$ cat config.mk
export PLATFORM = sky130hd
export DESIGN_NAME = deadline_timer_queue
export DESIGN_NICKNAME = d
export VERILOG_FILES = /design/src/design/dtq_pkg.sv /design/src/design/dtq_entry_mem.sv /design/src/design/dtq_min_finder.sv /design/src/design/dtq_ctrl.sv /design/src/design/deadline_timer_queue.sv
export SDC_FILE = /design/constraint.sdc
export NUM_CORES = 2
export LEC_CHECK = 0
export ABC_AREA = 1
export BUFFER_PORTS_ARGS = -buffer_cell sky130_fd_sc_hd__buf_2
export CAP_MARGIN = 10
export CORE_MARGIN = 10
export CORE_UTILIZATION = 57
export CTS_CLUSTER_SIZE = 25
export DETAILED_ROUTE_END_ITERATION = 10
export PLACE_DENSITY = 0.81
export SYNTH_ARGS = -nofsm -noshare
export SYNTH_HDL_FRONTEND = slang
export SYNTH_SLANG_ARGS = --single-unit
$ cat constraint.sdc
create_clock -name aclk -period 9.78 [get_ports aclk]
set_clock_uncertainty 0.15 [all_clocks]
set_input_delay 1.956 -clock aclk [delete_from_list [all_inputs] [get_ports aclk]]
set_output_delay 1.956 -clock aclk [all_outputs]
set_load 0.05 [all_outputs]
$ cat src/design/dtq_pkg.sv
// Shared types and constants for the deadline timer queue.
// Holds the stored entry layout, result and state encodings.
// No dependencies; every other design file refers to it by scoped names.
package dtq_pkg;

    localparam int DEFAULT_CAPACITY = 16;
    localparam int MAX_RESULTS      = 16;
    localparam int EMIT_W           = $clog2(MAX_RESULTS);
    localparam int DL_W             = 32;
    localparam int ID_W             = 8;
    localparam int ORDER_W          = 32;

    localparam logic OP_SCHEDULE = 1'b0;
    localparam logic OP_TICK     = 1'b1;

    typedef enum logic [1:0] {
        KIND_ACCEPTED = 2'd0,
        KIND_REJECTED = 2'd1,
        KIND_EXPIRED  = 2'd2
    } kind_t;

    typedef enum logic [2:0] {
        ST_IDLE,
        ST_SCAN,
        ST_SCAN_END,
        ST_MOVE_RD,
        ST_MOVE_WR,
        ST_PUSH
    } state_t;

    typedef struct packed {
        logic [DL_W-1:0]    deadline;
        logic [ID_W-1:0]    task_id;
        logic [ORDER_W-1:0] order;
    } entry_t;

    typedef struct packed {
        kind_t           kind;
        logic [ID_W-1:0] task_id;
        logic [DL_W-1:0] deadline;
        logic            last;
    } result_t;

    typedef struct packed {
        logic clear;
        logic load;
    } scan_ctl_t;

endpackage

$ cat src/design/dtq_entry_mem.sv
// Entry store of the deadline timer queue: one write port, one read port.
// Read data is registered, so it appears in the cycle after the address.
// Depends on dtq_pkg for the entry layout.
module dtq_entry_mem #(
    parameter int DEPTH = dtq_pkg::DEFAULT_CAPACITY
) (
    input  logic                     aclk,
    input  logic                     wr_en,
    input  logic [$clog2(DEPTH)-1:0] wr_addr,
    input  dtq_pkg::entry_t          wr_data,
    input  logic [$clog2(DEPTH)-1:0] rd_addr,
    output dtq_pkg::entry_t          rd_data
);

    dtq_pkg::entry_t mem [DEPTH];
    dtq_pkg::entry_t rd_data_reg;

    always_ff @(posedge aclk) begin
        if (wr_en) begin
            mem[wr_addr] <= wr_data;
        end
        rd_data_reg <= mem[rd_addr];
    end

    assign rd_data = rd_data_reg;

endmodule

$ cat src/design/dtq_min_finder.sv
// Scan accumulator: takes one stored entry per beat and keeps the earliest due one.
// Due entries are counted; ties on deadline go to the oldest serial.
// Depends on dtq_pkg.
module dtq_min_finder #(
    parameter int CAPACITY = dtq_pkg::DEFAULT_CAPACITY
) (
    input  logic                            aclk,
    input  logic                            aresetn,
    input  dtq_pkg::scan_ctl_t              ctl,
    input  dtq_pkg::entry_t                 rd_entry,
    input  logic [$clog2(CAPACITY)-1:0]     rd_idx,
    input  logic [dtq_pkg::DL_W-1:0]        now_ticks,
    input  logic [dtq_pkg::ORDER_W-1:0]     serial,
    output logic                            found,
    output dtq_pkg::entry_t                 best,
    output logic [$clog2(CAPACITY)-1:0]     best_idx,
    output logic [$clog2(CAPACITY+1)-1:0]   due_cnt
);

    localparam int IW = $clog2(CAPACITY);
    localparam int CW = $clog2(CAPACITY + 1);

    logic                        found_reg;
    dtq_pkg::entry_t             best_reg;
    logic [IW-1:0]               best_idx_reg;
    logic [dtq_pkg::ORDER_W-1:0] best_age_reg;
    logic [CW-1:0]               due_cnt_reg;
    logic [dtq_pkg::ORDER_W-1:0] in_age;
    logic                        is_due;
    logic                        better;

    always_comb begin
        in_age = rd_entry.order - serial;
        is_due = rd_entry.deadline <= now_ticks;
        better = !found_reg || (rd_entry.deadline < best_reg.deadline) ||
                 ((rd_entry.deadline == best_reg.deadline) && (in_age < best_age_reg));
    end

    always_ff @(posedge aclk) begin
        if (!aresetn) begin
            found_reg   <= 1'b0;
            due_cnt_reg <= '0;
        end else if (ctl.clear) begin
            found_reg   <= 1'b0;
            due_cnt_reg <= '0;
        end else if (ctl.load && is_due) begin
            due_cnt_reg <= due_cnt_reg + CW'(1);
            if (better) begin
                found_reg    <= 1'b1;
                best_reg     <= rd_entry;
                best_idx_reg <= rd_idx;
                best_age_reg <= in_age;
            end
        end
    end

    assign found    = found_reg;
    assign best     = best_reg;
    assign best_idx = best_idx_reg;
    assign due_cnt  = due_cnt_reg;

endmodule

$ cat src/design/dtq_ctrl.sv
// Sequencer of the deadline timer queue: schedule writes, tick scans and removals.
// Drives the entry store and the scan accumulator, and hands results to the output stage.
// Depends on dtq_pkg.
module dtq_ctrl #(
    parameter int CAPACITY = dtq_pkg::DEFAULT_CAPACITY
) (
    input  logic                            aclk,
    input  logic                            aresetn,
    input  logic                            in_valid,
    output logic                            in_ready,
    input  logic                            in_operation,
    input  logic [dtq_pkg::DL_W-1:0]        in_deadline,
    input  logic [dtq_pkg::ID_W-1:0]        in_task_id,
    output logic                            mem_wr_en,
    output logic [$clog2(CAPACITY)-1:0]     mem_wr_addr,
    output dtq_pkg::entry_t                 mem_wr_data,
    output logic [$clog2(CAPACITY)-1:0]     mem_rd_addr,
    input  dtq_pkg::entry_t                 mem_rd_data,
    output dtq_pkg::scan_ctl_t              scan_ctl,
    output logic [$clog2(CAPACITY)-1:0]     scan_idx,
    output logic [dtq_pkg::DL_W-1:0]        now_ticks,
    output logic [dtq_pkg::ORDER_W-1:0]     serial,
    input  logic                            found,
    input  dtq_pkg::entry_t                 best,
    input  logic [$clog2(CAPACITY)-1:0]     best_idx,
    input  logic [$clog2(CAPACITY+1)-1:0]   due_cnt,
    input  logic                            out_free,
    output logic                            push,
    output dtq_pkg::result_t                res
);

    localparam int IW = $clog2(CAPACITY);
    localparam int CW = $clog2(CAPACITY + 1);

    dtq_pkg::state_t                   state_reg, state_next;
    logic [CW-1:0]                     count_reg, count_next;
    logic [dtq_pkg::DL_W-1:0]          now_reg, now_next;
    logic [dtq_pkg::ORDER_W-1:0]       serial_reg, serial_next;
    logic [CW-1:0]                     issue_reg, issue_next;
    logic                              rd_vld_reg, rd_vld_next;
    logic [IW-1:0]                     rd_idx_reg, rd_idx_next;
    logic [dtq_pkg::EMIT_W-1:0]        emit_reg, emit_next;
    dtq_pkg::result_t                  res_reg, res_next;
    logic [CW-1:0]                     last_pos;

    always_ff @(posedge aclk) begin
        if (!aresetn) begin
            state_reg  <= dtq_pkg::ST_IDLE;
            count_reg  <= '0;
            now_reg    <= '0;
            serial_reg <= '0;
            issue_reg  <= '0;
            rd_vld_reg <= 1'b0;
            emit_reg   <= '0;
        end else begin
            state_reg  <= state_next;
            count_reg  <= count_next;
            now_reg    <= now_next;
            serial_reg <= serial_next;
            issue_reg  <= issue_next;
            rd_vld_reg <= rd_vld_next;
            emit_reg   <= emit_next;
        end
    end

    always_ff @(posedge aclk) begin
        rd_idx_reg <= rd_idx_next;
        res_reg    <= res_next;
    end

    always_comb begin
        state_next  = state_reg;
        count_next  = count_reg;
        now_next    = now_reg;
        serial_next = serial_reg;
        issue_next  = issue_reg;
        rd_vld_next = 1'b0;
        rd_idx_next = rd_idx_reg;
        emit_next   = emit_reg;
        res_next    = res_reg;
        last_pos    = count_reg - CW'(1);
        in_ready    = 1'b0;
        mem_wr_en   = 1'b0;
        mem_wr_addr = count_reg[IW-1:0];
        mem_wr_data = '{deadline: in_deadline, task_id: in_task_id, order: serial_reg};
        mem_rd_addr = issue_reg[IW-1:0];
        scan_ctl    = '{clear: 1'b0, load: 1'b0};
        push        = 1'b0;

        case (state_reg)
            dtq_pkg::ST_IDLE: begin
                in_ready = 1'b1;
                if (in_valid) begin
                    if (in_operation == dtq_pkg::OP_SCHEDULE) begin
                        res_next = '{kind: dtq_pkg::KIND_ACCEPTED, task_id: in_task_id,
                                     deadline: in_deadline, last: 1'b1};
                        if (count_reg == CW'(CAPACITY)) begin
                            res_next.kind = dtq_pkg::KIND_REJECTED;
                        end else begin
                            mem_wr_en   = 1'b1;
                            count_next  = count_reg + CW'(1);
                            serial_next = serial_reg + dtq_pkg::ORDER_W'(1);
                        end
                        state_next = dtq_pkg::ST_PUSH;
                    end else begin
                        if (now_reg != '1) begin
                            now_next = now_reg + dtq_pkg::DL_W'(1);
                        end
                        scan_ctl.clear = 1'b1;
                        issue_next     = '0;
                        emit_next      = '0;
                        state_next     = dtq_pkg::ST_SCAN;
                    end
                end
            end
            dtq_pkg::ST_SCAN: begin
                scan_ctl.load = rd_vld_reg;
                if (issue_reg < count_reg) begin
                    issue_next  = issue_reg + CW'(1);
                    rd_vld_next = 1'b1;
                    rd_idx_next = issue_reg[IW-1:0];
                end else if (!rd_vld_reg) begin
                    state_next = dtq_pkg::ST_SCAN_END;
                end
            end
            dtq_pkg::ST_SCAN_END: begin
                if (!found) begin
                    state_next = dtq_pkg::ST_IDLE;
                end else begin
                    res_next = '{kind: dtq_pkg::KIND_EXPIRED, task_id: best.task_id,
                                 deadline: best.deadline,
                                 last: (due_cnt == CW'(1)) ||
                                       (emit_reg == dtq_pkg::EMIT_W'(dtq_pkg::MAX_RESULTS - 1))};
                    if (best_idx == last_pos[IW-1:0]) begin
                        count_next = last_pos;
                        state_next = dtq_pkg::ST_PUSH;
                    end else begin
                        state_next = dtq_pkg::ST_MOVE_RD;
                    end
                end
            end
            dtq_pkg::ST_MOVE_RD: begin
                mem_rd_addr = last_pos[IW-1:0];
                state_next  = dtq_pkg::ST_MOVE_WR;
            end
            dtq_pkg::ST_MOVE_WR: begin
                mem_wr_en   = 1'b1;
                mem_wr_addr = best_idx;
                mem_wr_data = mem_rd_data;
                count_next  = last_pos;
                state_next  = dtq_pkg::ST_PUSH;
            end
            dtq_pkg::ST_PUSH: begin
                if (out_free) begin
                    push = 1'b1;
                    if (res_reg.last) begin
                        state_next = dtq_pkg::ST_IDLE;
                    end else begin
                        emit_next      = emit_reg + dtq_pkg::EMIT_W'(1);
                        scan_ctl.clear = 1'b1;
                        issue_next     = '0;
                        state_next     = dtq_pkg::ST_SCAN;
                    end
                end
            end
            default: begin
                state_next = dtq_pkg::ST_IDLE;
            end
        endcase
    end

    assign scan_idx  = rd_idx_reg;
    assign now_ticks = now_reg;
    assign serial    = serial_reg;
    assign res       = res_reg;

endmodule

$ cat src/design/deadline_timer_queue.sv
// Deadline timer queue: up to CAPACITY tasks, each an id with an absolute deadline in ticks.
// A schedule beat gives one result, after any wait on the output. A tick beat advances time
// and then, for each expired task, scans every stored entry through the registered read port
// of the entry store, picks the winner, moves the last entry into the freed slot (not needed
// when the winner is the last entry) and offers the result, earliest deadline first, at most
// sixteen per tick; a tick with nothing due still scans every stored entry. One beat is in
// work at a time, and a finished result waits in the output register.
// Depends on dtq_pkg, dtq_entry_mem, dtq_min_finder and dtq_ctrl.
module deadline_timer_queue #(
    parameter int CAPACITY = dtq_pkg::DEFAULT_CAPACITY
) (
    input  logic        aclk,
    input  logic        aresetn,
    input  logic        s_tvalid,
    output logic        s_tready,
    input  logic [39:0] s_tdata,   // deadline [31:0], task_id [39:32]
    input  logic [0:0]  s_tuser,   // operation [0]
    output logic        m_tvalid,
    input  logic        m_tready,
    output logic [39:0] m_tdata,   // expired_id [7:0], expired_deadline [39:8]
    output logic [1:0]  m_tuser,   // kind [1:0]
    output logic        m_tlast
);

    localparam int IW = $clog2(CAPACITY);
    localparam int CW = $clog2(CAPACITY + 1);

    logic                        mem_wr_en;
    logic [IW-1:0]               mem_wr_addr;
    dtq_pkg::entry_t             mem_wr_data;
    logic [IW-1:0]               mem_rd_addr;
    dtq_pkg::entry_t             mem_rd_data;
    dtq_pkg::scan_ctl_t          scan_ctl;
    logic [IW-1:0]               scan_idx;
    logic [dtq_pkg::DL_W-1:0]    now_ticks;
    logic [dtq_pkg::ORDER_W-1:0] serial;
    logic                        found;
    dtq_pkg::entry_t             best;
    logic [IW-1:0]               best_idx;
    logic [CW-1:0]               due_cnt;
    logic                        out_free;
    logic                        push;
    dtq_pkg::result_t            res;
    logic                        m_tvalid_reg;
    dtq_pkg::result_t            out_reg;

    dtq_entry_mem #(.DEPTH(CAPACITY)) u_mem (
        .aclk    (aclk),
        .wr_en   (mem_wr_en),
        .wr_addr (mem_wr_addr),
        .wr_data (mem_wr_data),
        .rd_addr (mem_rd_addr),
        .rd_data (mem_rd_data)
    );

    dtq_min_finder #(.CAPACITY(CAPACITY)) u_finder (
        .aclk      (aclk),
        .aresetn   (aresetn),
        .ctl       (scan_ctl),
        .rd_entry  (mem_rd_data),
        .rd_idx    (scan_idx),
        .now_ticks (now_ticks),
        .serial    (serial),
        .found     (found),
        .best      (best),
        .best_idx  (best_idx),
        .due_cnt   (due_cnt)
    );

    dtq_ctrl #(.CAPACITY(CAPACITY)) u_ctrl (
        .aclk         (aclk),
        .aresetn      (aresetn),
        .in_valid     (s_tvalid),
        .in_ready     (s_tready),
        .in_operation (s_tuser[0]),
        .in_deadline  (s_tdata[31:0]),
        .in_task_id   (s_tdata[39:32]),
        .mem_wr_en    (mem_wr_en),
        .mem_wr_addr  (mem_wr_addr),
        .mem_wr_data  (mem_wr_data),
        .mem_rd_addr  (mem_rd_addr),
        .mem_rd_data  (mem_rd_data),
        .scan_ctl     (scan_ctl),
        .scan_idx     (scan_idx),
        .now_ticks    (now_ticks),
        .serial       (serial),
        .found        (found),
        .best         (best),
        .best_idx     (best_idx),
        .due_cnt      (due_cnt),
        .out_free     (out_free),
        .push         (push),
        .res          (res)
    );

    assign out_free = !m_tvalid_reg || m_tready;

    always_ff @(posedge aclk) begin
        if (!aresetn) begin
            m_tvalid_reg <= 1'b0;
        end else if (push) begin
            m_tvalid_reg <= 1'b1;
        end else if (m_tready) begin
            m_tvalid_reg <= 1'b0;
        end
    end

    always_ff @(posedge aclk) begin
        if (push) begin
            out_reg <= res;
        end
    end

    assign m_tvalid = m_tvalid_reg;
    assign m_tdata  = {out_reg.deadline, out_reg.task_id};
    assign m_tuser  = out_reg.kind;
    assign m_tlast  = out_reg.last;

    a_push_into_free: assert property (@(posedge aclk) disable iff (!aresetn)
        push |-> (!m_tvalid_reg || m_tready))
        else $error("result pushed while the output register was occupied");

    a_one_beat_in_work: assert property (@(posedge aclk) disable iff (!aresetn)
        (s_tvalid && s_tready) |=> !s_tready)
        else $error("input accepted while a beat was still in work");

    a_schedule_is_last: assert property (@(posedge aclk) disable iff (!aresetn)
        (push && (res.kind != dtq_pkg::KIND_EXPIRED)) |-> res.last)
        else $error("schedule answer without last");

    a_run_blocks_input: assert property (@(posedge aclk) disable iff (!aresetn)
        (m_tvalid && !m_tlast) |-> !s_tready)
        else $error("input accepted before the expiry run was complete");

endmodule

==> flow_summary.html <==
<table>
<tr><th>Metric</th><th>Value</th></tr>
<tr><th colspan="2">Timing</th></tr>
<tr><td>Maximum achievable frequency</td><td>0.181 GHz</td></tr>
<tr><td>Measured slew at the worst slew-check pin</td><td>1330 ps</td></tr>
<tr><td>Final hold violation count</td><td>0</td></tr>
<tr><td>Final worst path period need</td><td>5520 ps</td></tr>
<tr><td>Unrepaired setup endpoints after global routing</td><td>false</td></tr>
<tr><td>Final setup vio count</td><td>0</td></tr>
<tr><td>Setup TNS</td><td>0 ps</td></tr>
<tr><td>Post-route clock period utilization</td><td>56.4%</td></tr>
<tr><td>Slew headroom</td><td>10.5%</td></tr>
<tr><td>Final max-slew violation count</td><td>0</td></tr>
<tr><th colspan="2">Placed design</th></tr>
<tr><td>Global placement routability congestion</td><td>0.928</td></tr>
<tr><td>Cell count after placement</td><td>6509</td></tr>
<tr><td>Port bufs</td><td>89</td></tr>
<tr><td>Detailed placer's ending HPWL</td><td>89.9 mm</td></tr>
<tr><th colspan="2">Clock network</th></tr>
<tr><td>Clock transition at the register clock pins on the worst setup and hold paths after CTS</td><td>60 ps</td></tr>
<tr><td>Number of buffers on the longest clock path</td><td>3</td></tr>
<tr><td>Worst-Skew Late Latency</td><td>760 ps</td></tr>
<tr><td>Library cell used as clock root buffer</td><td>clkbuf_16</td></tr>
<tr><td>TritonCTS clock tree</td><td>built</td></tr>
<tr><td>Level count of the clock H-tree</td><td>4</td></tr>
<tr><td>Number of cells upsized or downsized after cts</td><td>0</td></tr>
<tr><td>Number of buffers created by CTS</td><td>146</td></tr>
<tr><td>Number of hold buffers added after cts</td><td>0</td></tr>
<tr><td>Clock net sink count</td><td>1479</td></tr>
<tr><td>Buffer count from post-CTS setup fixing</td><td>0</td></tr>
<tr><th colspan="2">Floorplanning</th></tr>
<tr><td>Die extent in y</td><td>349 microns</td></tr>
<tr><td>Io pins</td><td>90</td></tr>
<tr><td>Floorplan die area</td><td>122000 sq um</td></tr>
<tr><td>Core area</td><td>107000 sq um</td></tr>
<tr><td>Floorplan row count</td><td>120</td></tr>
<tr><td>Effective utilization at floorplan</td><td>57.4%</td></tr>
<tr><td>Die extent in x</td><td>349 microns</td></tr>
<tr><th colspan="2">Routing</th></tr>
<tr><td>Total routed wirelength</td><td>156 mm</td></tr>
<tr><td>Drc violations</td><td>0</td></tr>
<tr><td>Drt initial violations</td><td>5120</td></tr>
<tr><td>Detail Route Antenna Nets</td><td>0</td></tr>
<tr><td>Via/cell ratio</td><td>6.19</td></tr>
<tr><td>First-pass iteration count of the detailed router</td><td>6</td></tr>
<tr><td>Vias after detailed routing</td><td>42000</td></tr>
<tr><td>Detail-routed net length per standard cell</td><td>23.0 microns</td></tr>
<tr><th colspan="2">GRT</th></tr>
<tr><td>Global-route wire length before repair</td><td>236 mm</td></tr>
<tr><td>Global-route congestion overflow total</td><td>0</td></tr>
<tr><td>Total Routing Usage GR</td><td>24.9%</td></tr>
<tr><td>Vias in the first global route</td><td>40400</td></tr>
<tr><td>Pin count of the biggest net entering global routing</td><td>259</td></tr>
<tr><td>Antenna violations before repair</td><td>2</td></tr>
<tr><th colspan="2">Setup path</th></tr>
<tr><td>Crit Path Max Fanout</td><td>51</td></tr>
<tr><td>Worst Setup End Kind</td><td>register</td></tr>
<tr><td>Reg-to-reg setup timing slack</td><td>4480 ps</td></tr>
<tr><td>Launching element type of the critical path</td><td>input port</td></tr>
<tr><td>Worst setup path category</td><td>in2reg</td></tr>
<tr><td>Critical path required time</td><td>9980 ps</td></tr>
<tr><td>CP arrival</td><td>5720 ps</td></tr>
<tr><th colspan="2">Cells and area</th></tr>
<tr><td>Largest register FFs</td><td>1152</td></tr>
<tr><td>Layout cell share with drive strength beyond 1</td><td>7.80%</td></tr>
<tr><td>Share of the core filled with cells</td><td>63.6%</td></tr>
<tr><td>Area grow syn2layout</td><td>10.7%</td></tr>
<tr><td>Fillers</td><td>7718</td></tr>
<tr><td>Most common cell after layout, fill and taps aside</td><td>edfxtp_1</td></tr>
<tr><td>Commonest cells after routing, fill and taps aside</td><td>edfxtp_1, nor2_1, nand2_1</td></tr>
<tr><td>Final cell count without fillers</td><td>6778</td></tr>
<tr><td>Final #Nets</td><td>5439</td></tr>
<tr><td>Diodes inserted</td><td>0</td></tr>
<tr><th colspan="2">Logic synthesis</th></tr>
<tr><td>Most used DFF post-synth</td><td>edfxtp_1</td></tr>
<tr><td>Synthesis Warnings</td><td>0</td></tr>
<tr><td>Post-synth ARST share</td><td>0%</td></tr>
<tr><td>Synthesized netlist net count</td><td>5395</td></tr>
<tr><td>Distinct cells, synth</td><td>44</td></tr>
<tr><td>Fraction of the yosys area taken by sequential cells</td><td>69.5%</td></tr>
<tr><td>Synthesized instance count</td><td>5210</td></tr>
<tr><td>Average cell area after synthesis</td><td>11.8 sq um</td></tr>
<tr><td>Number of enable-type register cells in the synthesized netlist</td><td>1318</td></tr>
<tr><td>Number of synthesized register bits</td><td>1479</td></tr>
<tr><td>Post-synthesis cell area</td><td>61600 sq um</td></tr>
<tr><th colspan="2">Power and ir drop</th></tr>
<tr><td>Part of the total power dissipated in sequential elements</td><td>44.2%</td></tr>
<tr><td>Leakage power of the design</td><td>0.0234 uW</td></tr>
<tr><td>Switching share of power</td><td>34.2%</td></tr>
<tr><td>IR Drop Worst-Case VDD</td><td>263 uV</td></tr>
<tr><td>Int Pwr</td><td>12400 uW</td></tr>
<tr><td>Gate power share</td><td>27.3%</td></tr>
<tr><td>Power density over cell area</td><td>278 nW/um^2</td></tr>
<tr><td>Power share of the clock group</td><td>28.5%</td></tr>
<tr><td>Sw power</td><td>6480 uW</td></tr>
<tr><th colspan="2">Status</th></tr>
<tr><td>Run status</td><td>completed</td></tr>
<tr><th colspan="2">Worst hold path</th></tr>
<tr><td>Worst hold path class</td><td>reg2reg</td></tr>
<tr><th colspan="2">Job</th></tr>
<tr><td>Max capacitance violation total</td><td>0</td></tr>
</table>
-- critical path, stage by stage --
cell and delay (ps):
buf_2 110, inv_1 80, nand2_1 70, nor2_1 420
buf_4 380, inv_1 390, nand2_1 270, nand3_1 340
nor2_4 790, buf_4 820
-- power by group through the flow --
stage               logic [uW]  clock network [uW]  registers (uW)
detailed placement        5060                   0            8480
finish                    5160                5400            8360
global route              5700                5700            8400
global placement          4880                   0            8450
floorplan                 3400                   0            8440
CTS                       5100                5450            8350
-- through the flow --
step	setup WS, ps	hold WS, ps	cell area, sq um	total power (uW)
final	4260	268	68200	18900
after global routing	4130	274	68200	19800
after CTS	4370	269	68200	18900
after detailed placement	3590	255	63500	13500
after global placement	3620	252	63500	13300
after floorplan	136	250	61600	11800
-- cell usage after synthesis, types with 112 or more instances --
master,n,area [sq um]
ha_1,139,1740
nand2_1,672,2520
o211ai_1,165,1240
o21ai_1,112,561
a21oi_1,166,831
nand3_1,124,621
dfxtp_1,161,3220
nor2_1,809,3040
clkbuf_1,208,781
inv_1,237,890
o221ai_1,128,1120
o21ai_0,592,2960
edfxtp_1,1318,39600
-- routing by layer --
| metal | part of all wire, % | up-vias | track usage (%) | routed length [microns] |
|---|---|---|---|---|
| met2 | 47 | 2326 | 40.3 | 73800 |
| met5 | 0.038 | - | 0 | 59 |
| li1 | - | 19000 | - | - |
| met3 | 11 | 358 | 5.41 | 16400 |
| met4 | 3.1 | 8 | 9.11 | 4900 |
| met1 | 39 | 20300 | 33.1 | 60600 |
-- area by class of cell --
cell class / count / area [sq um] / share of cell area [%]
well taps: 1403 / 1760 / 2.58
multi-input cells: 3213 / 16900 / 24.9
inverters: 242 / 931 / 1.37
flip-flops and latches: 1479 / 42800 / 62.8
clock inverters: 76 / 662 / 0.971
clock buffers: 193 / 3960 / 5.81
repair buffers: 172 / 1110 / 1.62
-- logic make-up after synthesis --
kind of cell / Yosys count / share of synthesized area, %
adder cells (fa/ha/maj): 140 / 2.86
XOR/XNOR: 75 / 1.07
AND/OR/NAND/NOR: 1723 / 11.1
AO/OA/AOI/OAI: 1275 / 12.1
flip-flops: 1479 / 69.5
buffers and inverters: 518 / 3.28
-- final timing paths --
path                                               endpoint  cells past startpoint                             start
worst max-delay path            u_mem.mem[14][12]$_DFFE_PP_                     10                           s_tuser
worst min-delay path                  m_tdata[34]$_DFFE_PP_                      0          u_ctrl.res[27]$_DFFE_PP_
worst max register to register   u_mem.mem[4][54]$_DFFE_PP_                     10  u_ctrl.state_reg[1]$_SDFFE_PN0P_
worst min register to register        m_tdata[34]$_DFFE_PP_                      0          u_ctrl.res[27]$_DFFE_PP_
No activity file was read; power rests on OpenSTA's default activity.
